$ cat src/sv/cursor_array_list_assert.svh
// cursor_array_list_assert.svh: assertion macros shared by the list modules
// expects clk and arst_n in the scope of every use
`ifndef CURSOR_ARRAY_LIST_ASSERT_SVH
`define CURSOR_ARRAY_LIST_ASSERT_SVH

// same-cycle implication, off during reset
`define CAL_ASSERT_NOW(label, ante, cons) \
	label: assert property (@(posedge clk) disable iff (!arst_n) (ante) |-> (cons)) \
		else $error("cursor_array_list assertion failed");

// next-cycle implication, off during reset
`define CAL_ASSERT_NEXT(label, ante, cons) \
	label: assert property (@(posedge clk) disable iff (!arst_n) (ante) |=> (cons)) \
		else $error("cursor_array_list assertion failed");

`endif

$ cat src/sv/cal_pkg.sv
// cal_pkg: shared types, codes and constants of the cursor array list
// no dependencies
package cal_pkg;

	localparam int CAPACITY_WORDS_DEF = 32;
	localparam int VALUE_W            = 32;
	localparam int COUNT_OUT_W        = 6;
	localparam int CMD_W              = 3;
	localparam int STATUS_W           = 2;

	typedef enum logic [CMD_W-1:0] {
		CMD_START   = 3'd0,
		CMD_ADVANCE = 3'd1,
		CMD_INSERT  = 3'd2,
		CMD_ATTACH  = 3'd3,
		CMD_REMOVE  = 3'd4
	} cmd_t;

	typedef enum logic [STATUS_W-1:0] {
		ST_DONE    = 2'd0,
		ST_FULL    = 2'd1,
		ST_NO_ITEM = 2'd2
	} status_t;

	// controller to datapath
	typedef struct packed {
		logic    capture;
		logic    cur_zero;
		logic    cur_inc;
		logic    cur_end;
		logic    open_init;
		logic    close_init;
		logic    shift_run;
		logic    put;
		logic    cnt_dec;
		logic    status_set;
		status_t status;
	} ctl_t;

	// datapath to controller
	typedef struct packed {
		logic on_item;
		logic full;
		logic shift_done;
	} sts_t;

endpackage

$ cat src/sv/cursor_array_list.sv
// cursor_array_list: top level of the ordered word list with a cursor
// depends on cal_pkg, cal_ctrl, cal_dp (and cal_ram below it)
//
// channel   | handshake        | payload
// ----------+------------------+---------------------------------------------
// command   | start / busy     | command, value
// result    | done (strobe)    | current_value, item_count, has_current, status
//
// an item is taken when start is high and busy is low; busy stays high through done,
// so the next item waits for the result; after taking an item, start, advance,
// rejected and unused codes go to look and show; attach with no current item to put,
// look, show; insert or attach to open, shift, put, look, show; remove to close,
// shift, look, show; the shift moves one word per cycle, its last write done before
// it ends; arst_n clears count, cursor and control; the word memory holds no reset,
// and the result sits on its ports for the one done cycle and cannot be held off
module cursor_array_list #(
	parameter int CAPACITY_WORDS = cal_pkg::CAPACITY_WORDS_DEF
) (
	input  logic                            clk,
	input  logic                            arst_n,
	// command side
	input  logic                            start,
	output logic                            busy,
	input  logic [cal_pkg::CMD_W-1:0]       command,
	input  logic [cal_pkg::VALUE_W-1:0]     value,
	// result side
	output logic                            done,
	output logic [cal_pkg::VALUE_W-1:0]     current_value,
	output logic [cal_pkg::COUNT_OUT_W-1:0] item_count,
	output logic                            has_current,
	output logic [cal_pkg::STATUS_W-1:0]    status
);
	import cal_pkg::*;

	// commands from the sequencer, status back from the datapath
	ctl_t ctl;
	sts_t sts;

	// sequencer: decides each command against count and cursor, then walks
	// open or close gap, store, memory read and result strobe
	cal_ctrl u_ctrl (
		.clk    (clk),
		.arst_n (arst_n),
		.start  (start),
		.command(command),
		.sts    (sts),
		.ctl    (ctl),
		.busy   (busy),
		.done   (done)
	);

	// datapath: count, cursor, word mover and the word memory itself
	cal_dp #(
		.CAPACITY_WORDS(CAPACITY_WORDS)
	) u_dp (
		.clk          (clk),
		.arst_n       (arst_n),
		.value        (value),
		.ctl          (ctl),
		.sts          (sts),
		.current_value(current_value),
		.item_count   (item_count),
		.has_current  (has_current),
		.status       (status)
	);

endmodule

$ cat src/sv/cal_ram.sv
// cal_ram: generic single-write, single-read memory with registered read
// no dependencies
module cal_ram #(
	parameter int WIDTH = 32,
	parameter int DEPTH = 32
) (
	input  logic                     clk,
	input  logic                     we,
	input  logic [$clog2(DEPTH)-1:0] waddr,
	input  logic [WIDTH-1:0]         wdata,
	input  logic [$clog2(DEPTH)-1:0] raddr,
	output logic [WIDTH-1:0]         rdata
);

	logic [WIDTH-1:0] mem_q [DEPTH];

	always_ff @(posedge clk) begin
		if (we) begin
			mem_q[waddr] <= wdata;
		end
		rdata <= mem_q[raddr];
	end

endmodule

$ cat src/sv/cal_ctrl.sv
// cal_ctrl: command sequencer of the cursor array list
// depends on cal_pkg and cursor_array_list_assert.svh
`include "cursor_array_list_assert.svh"

module cal_ctrl (
	input  logic                      clk,
	input  logic                      arst_n,
	input  logic                      start,
	input  logic [cal_pkg::CMD_W-1:0] command,
	input  cal_pkg::sts_t             sts,
	output cal_pkg::ctl_t             ctl,
	output logic                      busy,
	output logic                      done
);
	import cal_pkg::*;

	typedef enum logic [6:0] {
		S_IDLE  = 7'b0000001,
		S_OPEN  = 7'b0000010,
		S_CLOSE = 7'b0000100,
		S_SHIFT = 7'b0001000,
		S_PUT   = 7'b0010000,
		S_LOOK  = 7'b0100000,
		S_SHOW  = 7'b1000000
	} state_t;

	state_t state_q, state_d;
	logic   grow_q;
	logic   accept;

	assign accept = (state_q == S_IDLE) && start;

	always_comb begin
		ctl     = '0;
		state_d = state_q;
		case (state_q)
			S_IDLE: begin
				if (start) begin
					ctl.capture    = 1'b1;
					ctl.status_set = 1'b1;
					ctl.status     = ST_DONE;
					state_d        = S_LOOK;
					case (command)
						CMD_START: begin
							ctl.cur_zero = 1'b1;
						end
						CMD_ADVANCE: begin
							if (sts.on_item) begin
								ctl.cur_inc = 1'b1;
							end else begin
								ctl.status = ST_NO_ITEM;
							end
						end
						CMD_INSERT: begin
							if (sts.full) begin
								ctl.status = ST_FULL;
							end else begin
								ctl.cur_zero = !sts.on_item;
								state_d      = S_OPEN;
							end
						end
						CMD_ATTACH: begin
							if (sts.full) begin
								ctl.status = ST_FULL;
							end else if (sts.on_item) begin
								ctl.cur_inc = 1'b1;
								state_d     = S_OPEN;
							end else begin
								ctl.cur_end = 1'b1;
								state_d     = S_PUT;
							end
						end
						CMD_REMOVE: begin
							if (sts.on_item) begin
								state_d = S_CLOSE;
							end else begin
								ctl.status = ST_NO_ITEM;
							end
						end
						default: begin
							state_d = S_LOOK;
						end
					endcase
				end
			end
			S_OPEN: begin
				ctl.open_init = 1'b1;
				state_d       = S_SHIFT;
			end
			S_CLOSE: begin
				ctl.close_init = 1'b1;
				ctl.cnt_dec    = 1'b1;
				state_d        = S_SHIFT;
			end
			S_SHIFT: begin
				ctl.shift_run = 1'b1;
				if (sts.shift_done) begin
					state_d = grow_q ? S_PUT : S_LOOK;
				end
			end
			S_PUT: begin
				ctl.put = 1'b1;
				state_d = S_LOOK;
			end
			S_LOOK: begin
				state_d = S_SHOW;
			end
			S_SHOW: begin
				state_d = S_IDLE;
			end
			default: begin
				state_d = S_IDLE;
			end
		endcase
	end

	always_ff @(posedge clk or negedge arst_n) begin
		if (!arst_n) begin
			state_q <= S_IDLE;
			grow_q  <= 1'b0;
		end else begin
			state_q <= state_d;
			if (accept) begin
				grow_q <= (command == CMD_INSERT) || (command == CMD_ATTACH);
			end
		end
	end

	assign busy = (state_q != S_IDLE);
	assign done = (state_q == S_SHOW);

	`CAL_ASSERT_NEXT(a_accept_busy, accept, busy)
	`CAL_ASSERT_NEXT(a_show_then_idle, done, !busy)
	`CAL_ASSERT_NOW(a_put_only_grow, ctl.put, grow_q)

endmodule

$ cat src/sv/cal_dp.sv
// cal_dp: list datapath with count, cursor, word mover and word memory
// depends on cal_pkg, cal_ram and cursor_array_list_assert.svh
`include "cursor_array_list_assert.svh"

module cal_dp #(
	parameter int CAPACITY_WORDS = cal_pkg::CAPACITY_WORDS_DEF
) (
	input  logic                            clk,
	input  logic                            arst_n,
	input  logic [cal_pkg::VALUE_W-1:0]     value,
	input  cal_pkg::ctl_t                   ctl,
	output cal_pkg::sts_t                   sts,
	output logic [cal_pkg::VALUE_W-1:0]     current_value,
	output logic [cal_pkg::COUNT_OUT_W-1:0] item_count,
	output logic                            has_current,
	output logic [cal_pkg::STATUS_W-1:0]    status
);
	import cal_pkg::*;

	localparam int CW = $clog2(CAPACITY_WORDS + 1);
	localparam int AW = $clog2(CAPACITY_WORDS);
	localparam logic [CW-1:0] CAP_C = CW'(CAPACITY_WORDS);

	logic [VALUE_W-1:0] value_q;
	logic [CW-1:0]      count_q;
	logic [CW-1:0]      cursor_q;
	status_t            status_q;
	logic [AW-1:0]      rd_q;
	logic [CW-1:0]      left_q;
	logic               up_q;
	logic               mv_s1;
	logic [AW-1:0]      wa_s1;

	logic               on_item;
	logic               move;
	logic [AW-1:0]      cursor_idx;
	logic               ram_we;
	logic [AW-1:0]      ram_waddr;
	logic [VALUE_W-1:0] ram_wdata;
	logic [AW-1:0]      ram_raddr;
	logic [VALUE_W-1:0] ram_rdata;

	assign on_item    = (cursor_q < count_q);
	assign move       = ctl.shift_run && (left_q != '0);
	assign cursor_idx = cursor_q[AW-1:0];

	always_ff @(posedge clk or negedge arst_n) begin
		if (!arst_n) begin
			count_q  <= '0;
			cursor_q <= '0;
			status_q <= ST_DONE;
			rd_q     <= '0;
			left_q   <= '0;
			up_q     <= 1'b0;
			mv_s1    <= 1'b0;
		end else begin
			if (ctl.cur_zero) begin
				cursor_q <= '0;
			end else if (ctl.cur_inc) begin
				cursor_q <= cursor_q + CW'(1);
			end else if (ctl.cur_end) begin
				cursor_q <= count_q;
			end
			if (ctl.put) begin
				count_q <= count_q + CW'(1);
			end else if (ctl.cnt_dec) begin
				count_q <= count_q - CW'(1);
			end
			if (ctl.status_set) begin
				status_q <= ctl.status;
			end
			// open a gap: walk from the top word down to the cursor
			if (ctl.open_init) begin
				rd_q   <= AW'(count_q - CW'(1));
				left_q <= count_q - cursor_q;
				up_q   <= 1'b1;
			// close the gap: walk from the word above the cursor up to the top
			end else if (ctl.close_init) begin
				rd_q   <= AW'(cursor_q + CW'(1));
				left_q <= count_q - cursor_q - CW'(1);
				up_q   <= 1'b0;
			end else if (move) begin
				rd_q   <= up_q ? (rd_q - AW'(1)) : (rd_q + AW'(1));
				left_q <= left_q - CW'(1);
			end
			mv_s1 <= move;
		end
	end

	always_ff @(posedge clk) begin
		if (ctl.capture) begin
			value_q <= value;
		end
		wa_s1 <= up_q ? (rd_q + AW'(1)) : (rd_q - AW'(1));
	end

	// word read last cycle is written one place up or down
	assign ram_we    = mv_s1 || ctl.put;
	assign ram_waddr = ctl.put ? cursor_idx : wa_s1;
	assign ram_wdata = ctl.put ? value_q : ram_rdata;
	assign ram_raddr = ctl.shift_run ? rd_q : cursor_idx;

	cal_ram #(
		.WIDTH(VALUE_W),
		.DEPTH(CAPACITY_WORDS)
	) u_store (
		.clk  (clk),
		.we   (ram_we),
		.waddr(ram_waddr),
		.wdata(ram_wdata),
		.raddr(ram_raddr),
		.rdata(ram_rdata)
	);

	assign sts.on_item    = on_item;
	assign sts.full       = (count_q == CAP_C);
	assign sts.shift_done = (left_q == '0) && !mv_s1;

	assign current_value = on_item ? ram_rdata : '0;
	assign item_count    = COUNT_OUT_W'(count_q);
	assign has_current   = on_item;
	assign status        = status_q;

	`CAL_ASSERT_NOW(a_cursor_in_list, 1'b1, cursor_q <= count_q)
	`CAL_ASSERT_NOW(a_count_in_cap, 1'b1, count_q <= CAP_C)
	`CAL_ASSERT_NOW(a_move_in_store, mv_s1, 32'(wa_s1) < 32'(CAPACITY_WORDS))

endmodule

$ cat config.mk
export PLATFORM = sky130hd
export DESIGN_NAME = cursor_array_list
export DESIGN_NICKNAME = d
export VERILOG_FILES = /design/src/sv/cal_pkg.sv /design/src/sv/cursor_array_list.sv /design/src/sv/cal_ram.sv /design/src/sv/cal_ctrl.sv /design/src/sv/cal_dp.sv
export VERILOG_INCLUDE_DIRS = /design/src /design/src/sv
export SDC_FILE = /design/constraint.sdc
export NUM_CORES = 2
export LEC_CHECK = 0
export BUFFER_PORTS_ARGS = -buffer_cell sky130_fd_sc_hd__buf_2
export CORE_ASPECT_RATIO = 1.25
export CORE_MARGIN = 4
export CORE_UTILIZATION = 40
export CTS_CLUSTER_SIZE = 12
export DETAILED_ROUTE_END_ITERATION = 8
export REMOVE_ABC_BUFFERS = 1
export SLEW_MARGIN = 20
export SYNTH_ARGS = -nofsm -noshare
export SYNTH_HDL_FRONTEND = slang
export SYNTH_HIERARCHICAL = 1
export SYNTH_SLANG_ARGS = --single-unit
$ cat constraint.sdc
create_clock -name clk -period 6 [get_ports clk]
set_input_delay 0.6 -clock clk [delete_from_list [all_inputs] [get_ports clk]]
set_output_delay 0.6 -clock clk [all_outputs]
set_load 0.03 [all_outputs]
# Word-level counts from Yosys, hierarchy flattened
# Memory sizes are Yosys's and may differ from the RTL's. A register that Yosys moved wholly into a read port is not among the register bits.
# Index checks and enable logic that the tools add are counted.
# classes
addsub	8
order_cmp	1
n_eq_ne	15
muxes	48
n_reduce_logical	18
# op_table
op	n
$mux 6	12
$mux 32	2
$mux 5	8
$pmux 7 s5	1
$pmux 7 s3	1
$sub 6x1->6 const B	3
$mux 7	2
$mux 1	13
$add 6x1->6 const B	2
$mux 4	2
$eq 7x1->1 const B	1
$eq 7x2->1 const B	1
$eq 7x3->1 const B	1
$eq 7x4->1 const B	1
$eq 7x5->1 const B	1
$eq 7x6->1 const B	1
$eq 7x7->1 const B	1
$ne 7x1->1 const B	1
$eq 3x2->1 const B	2
$eq 6x6->1 const B	1
$logic_not 6->1	1
$lt 6x6->1	1
$mux 3	2
$reduce_bool 3->1	2
other kinds (17)	27
# totals
ff_bits	72
mem_bits_rw	1024
inputBits	38
output_inout_bits	43
memories	1
# mem_list
memory	depth	word_bits	rd	rd_clocked_by_memory_dff	wr	line	text
u_dp.u_store.mem_q	32	32	1	1	1	cal_ram.sv:15	logic [WIDTH-1:0] mem_q [DEPTH];

# Logic depth before layout (Yosys ltp)
# logic_depth
depth_word	9
mapped_depth	18
depth_no_buf	16

# Hierarchy
# The synthesis kept the hierarchy.
# by_module_without_submodules
mod	instances	cells_each	area_each_um2	seq_area_each_um2
cal_ram	1	2260	40485.1	31390.1
cal_dp	1	386	4002.6	1736.7
cal_ctrl	1	76	654.4	201.4

# Worst setup path after synthesis
# OpenSTA, ideal clock, no wires.
# synth_path
kind	reg2reg
startpoint	register u_ctrl.state_q[1]
endpoint	memory u_dp.u_store.mem_q[12][0], enable pin
arrival_ps	4029
slack_ps	1549
stages_incl_launch_ff	10
path_cell_list	dfrtp_1 > nor2_1 > nand2_1 > nor4b_1 > clkbuf_1 > clkbuf_1 > mux2_2 > or3b_2 > clkbuf_1 > nor2_1
# synth_lines
element	line	text
from (decl)	cal_ctrl.sv:27	state_t state_q, state_d;
from (signal assigned)	cal_ctrl.sv:122	state_q <= state_d;
to (decl)	cal_ram.sv:15	

==> run_results.csv <==
group,metric,value,unit
final_layout,design_area,51200,um2
synth,synth.top_cells.by_area,"edfxtp_1 (70%), mux2i_1 (11%), dfrtp_1 (1.9%)",
final_layout,final_layout_size_suffix_gt1_share,13.7,%
synth,yosys.area.top_type,"edfxtp_1",
sta,slew_viol_final,0,
route,drc,0,
clock_network,number_of_levels_the_h_tree_was_split_into,3,
clock_network,tritoncts_num_sinks,1128,
worst_setup_path,crit_path_cell_trace,"nor2_1 -> nand2_1 -> nor4b_4 -> buf_4 -> or2_2 -> nand3b_1 -> nor2_4 -> buf_4",
worst_setup_path,crit_required,6.39,ns
sta,rsz0062_at_grt,"no",
route,via_per_inst,5.55,
final_layout,fin_nets,2874,
status,run_status,"finished clean",
sta,final.period_utilization,76.2,%
worst_setup_path,path_common_cell,"buf_4",
route,detailedRoute.firstIterationViolations,2116,
worst_setup_path,timing.critical_path.slowest_cell_delay,1.03,ns
worst_setup_path,critical_path.slowest_cell,"nor2_4",
clock_network,ctsRootBufferMaster,"clkbuf_16",
place,place.gp.congestion,0.831,
clock_network,cts-resized-gates,0,
place,dp_hpwl,68400,um
sta,worst_slew_pin_slew,1.11,ns
synth,synthCells,2722,
global_routing,maximum_number_of_pins_on_one_net_before_global_route_repair,88,
place,dpl_cell_area,47400,um2
synth,yosys.cell_count.top_type,"edfxtp_1",
sta,max_clock_freq,219,MHz
route,drt-total-wl,113000,um
synth,netlist_area_before_placement,45100,um2
min_path,type_of_the_most_critical_hold_path,"input pin to register",
clock_network,clkTransAtPathRegs,0.06,ns
power,irDropWorstVdd,0.000472,V
synth,yosys.area.top_type_share,70.2,%
worst_setup_path,worst_reg2reg_path_depth,8,
global_routing,grt_pass1_wl,165000,um
synth,synth_enable_flop_cells,1056,
global_routing,grt-ovfl-total,0,
floorplan,core_region_area,112000,um2
worst_setup_path,worst-path-stages,8,
synth,synth.avg_cell_area,16.6,um2
worst_setup_path,worst-endpoint-arrival,4.96,ns
floorplan,floorplan.die.height,384,um
power,power_density,466,nW/um2
worst_setup_path,worst_setup_path_start_kind,"register",
worst_setup_path,critical_path_class,"register to register",
synth,yosys_register_bits,1128,
sta,timing.final.hold_violations,0,
clock_network,cts_buffers,111,
synth,synth_cell_type_count,74,
final_layout,area_growth,13.4,%
floorplan,design.die.area,118000,um2
synth,ys_seq_area_share,73.8,%
place,port_buffers,80,
floorplan,floorplan.initialDensity,40.4,%
worst_setup_path,crit_start,"u_ctrl/state_q[1]",
route,average_routed_wire_per_standard_cell,25.8,um
worst_setup_path,critical_path_end_type,"register",
place,worst_setup_slack_before_clock_tree_synthesis,1.17,ns
worst_setup_path,crit_buf_inv,2,
synth,synthFlopType,"edfxtp_1",
floorplan,floorplan.die.width,308,um
floorplan,io_pins,81,
clock_network,cts_tree,"built",
sta,period_minus_slack,4.57,ns
route,ant_nets,0,
worst_setup_path,cp-endpoint,"u_dp/u_store/mem_q[21][14]",
sta,finalSetupViolations,0,
clock_network,clk-insertion-delay-late,0.71,ns
synth,synthesis.yosys.warnings,6,
sta,finalWorstSetupSlack,1.43,ns
synth,post_synth_most_frequent_cells,"edfxtp_1 (1056), mux2i_1 (517), nand2_1 (124), a21oi_1 (118), nand3_1 (107)",
route,drtPass1Iterations,6,
global_routing,grt.total_usage,18.9,%
flow_run,max-cap-violations,0,
floorplan,placementRows,137,
worst_setup_path,worstPathMaxFanout,23,
sta,slew_headroom,25.6,%
power,power_leakage,16.5,nW
global_routing,vias_in_the_first_global_route,24500,
worst_setup_path,r2r_start,"u_ctrl/state_q[1]",
worst_setup_path,r2r_end,"u_dp/u_store/mem_q[21][14]",
sta,clock-skew-final,0.0300,ns
route,vias,24300,
global_routing,grt_antenna_before_repair,3,
synth,async_reset_ff_share,3.10,%
clock_network,ctsLongestPathBuffers,3,
worst_setup_path,setup.reg_to_reg.worst_slack,1.43,ns
worst_setup_path,timing.critical_path.max_delay_family,"simple AND/OR/NAND/NOR gates",
-- area by class of cell --
| class | count | area (um2) |
|---|---|---|
| clock buffers | 182 | 3210 |
| clock inverters | 23 | 270 |
| inverters | 23 | 86.3 |
| fillers | 9517 | 60600 |
| repair buffers | 146 | 1320 |
| well taps | 1459 | 1830 |
| multi-input cells | 1412 | 11100 |
| flip-flops and latches | 1128 | 33300 |
| diodes | 3 | 7.51 |
-- logic make-up (layout without fill, tap and decap cells) --
group	count (synthesis)	in the layout	share of synthesized area, %
AO/OA/AOI/OAI	371	371	5.65
XOR/XNOR	29	29	0.579
adder cells (fa/ha/maj)	14	14	0.405
buffers and inverters	182	374	2.21
flip-flops	1128	1128	73.8
multiplexers	559	559	12.5
other	0	3	0
AND/OR/NAND/NOR	439	439	4.81
-- stage by stage --
| step | TNS (ns) | hold slack [ns] | total power (W) | instances | utilization [%] |
|---|---|---|---|---|---|
| 2_1_floorplan | -2587.49 | 0.304 | 0.0157 | 2563 | - |
| 3_3_place_gp | 0 | 0.487 | 0.0173 | 4145 | 42.2 |
| 3_5_place_dp | 0 | 0.496 | 0.0175 | 4156 | 42.5 |
| 4_1_cts | 0 | 0.0180 | 0.0241 | 4362 | 45.6 |
| 5_1_grt | 0 | 0.0364 | 0.0249 | 4373 | 45.8 |
| 6_report | 0 | 0.0752 | 0.0239 | 4376 | 45.8 |
-- cell usage in the layout (no fill, tap or decap), types with 4 or more instances in the layout --
cell type / n
ha_1: 13
a21oi_1: 118
and2_1: 32
nor2b_1: 6
mux2_2: 41
and3_1: 6
clkbuf_16: 113
dfxtp_1: 37
a31oi_1: 32
clkbuf_8: 12
or3b_2: 4
nor2_1: 27
buf_4: 36
nand2b_1: 10
bufinv_16: 4
buf_2: 80
nand3_1: 107
o21ai_0: 24
o22ai_1: 4
xor2_1: 10
or2_2: 5
clkinv_1: 7
clkinv_8: 4
edfxtp_1: 1056
inv_1: 21
nand3b_1: 9
nand2_1: 123
mux2i_1: 517
a22oi_1: 97
buf_16: 8
nand4_1: 5
clkinv_2: 6
clkbuf_1: 57
a22o_1: 64
dfrtp_1: 34
nor3_1: 42
buf_12: 21
nor2_4: 33
nor3b_1: 5
xnor2_1: 18
-- worst min-delay path by stage --
stage / start / cells past startpoint / to / slack [ns]
2_1_floorplan: arst_n / 0 / u_ctrl/grow_q / 0.30
3_3_place_gp: u_dp/status[1] / 1 / u_dp/status[1] / 0.49
3_5_place_dp: u_dp/status[1] / 1 / u_dp/status[1] / 0.50
4_1_cts: value[16] / 1 / u_dp/value_q[16] / 0.02
5_1_grt: value[30] / 1 / u_dp/value_q[30] / 0.04
6_report: value[16] / 1 / u_dp/value_q[16] / 0.08
-- per-layer routing --
metal / vias up / global-route usage (%) / routed length, um
li1: 10800 / - / -
met1: 12600 / 24.8 / 47100
met2: 768 / 32.8 / 57400
met3: 141 / 2.57 / 5920
met4: 2 / 5.33 / 2480
met5: - / 0 / 13
-- power breakdown --
group | total (W) | switching [W] | leakage (nW) | internal, W
logic | 0.00684 | 0.00486 | 4.51 | 0.00199
registers | 0.0104 | 0.000297 | 10.3 | 0.0101
clock network | 0.00665 | 0.00284 | 1.68 | 0.00381
-- registers in the layout, summed over array words and instances, names as in the netlist --
| signal | flops |
|---|---|
| u_dp/up_q | 1 |
| u_ctrl/state_q | 7 |
| u_dp/u_store/rdata | 32 |
| u_dp/mv_s1 | 1 |
| u_dp/u_store/mem_q | 1024 |
| u_ctrl/grow_q | 1 |
| u_dp/status | 2 |
| u_dp/value_q | 32 |
| u_dp/rd_q | 5 |
| u_dp/cursor_q | 6 |
| u_dp/wa_s1 | 5 |
| u_dp/item_count | 6 |
| u_dp/left_q | 6 |
-- repair_timing --
action,in CTS,in global routing
hold buffers,1,0
endpoints found under the setup margin,0,0
buffers inserted,0,0
hold endpoints to repair,18,0
Power figures use the tool's default switching activity.
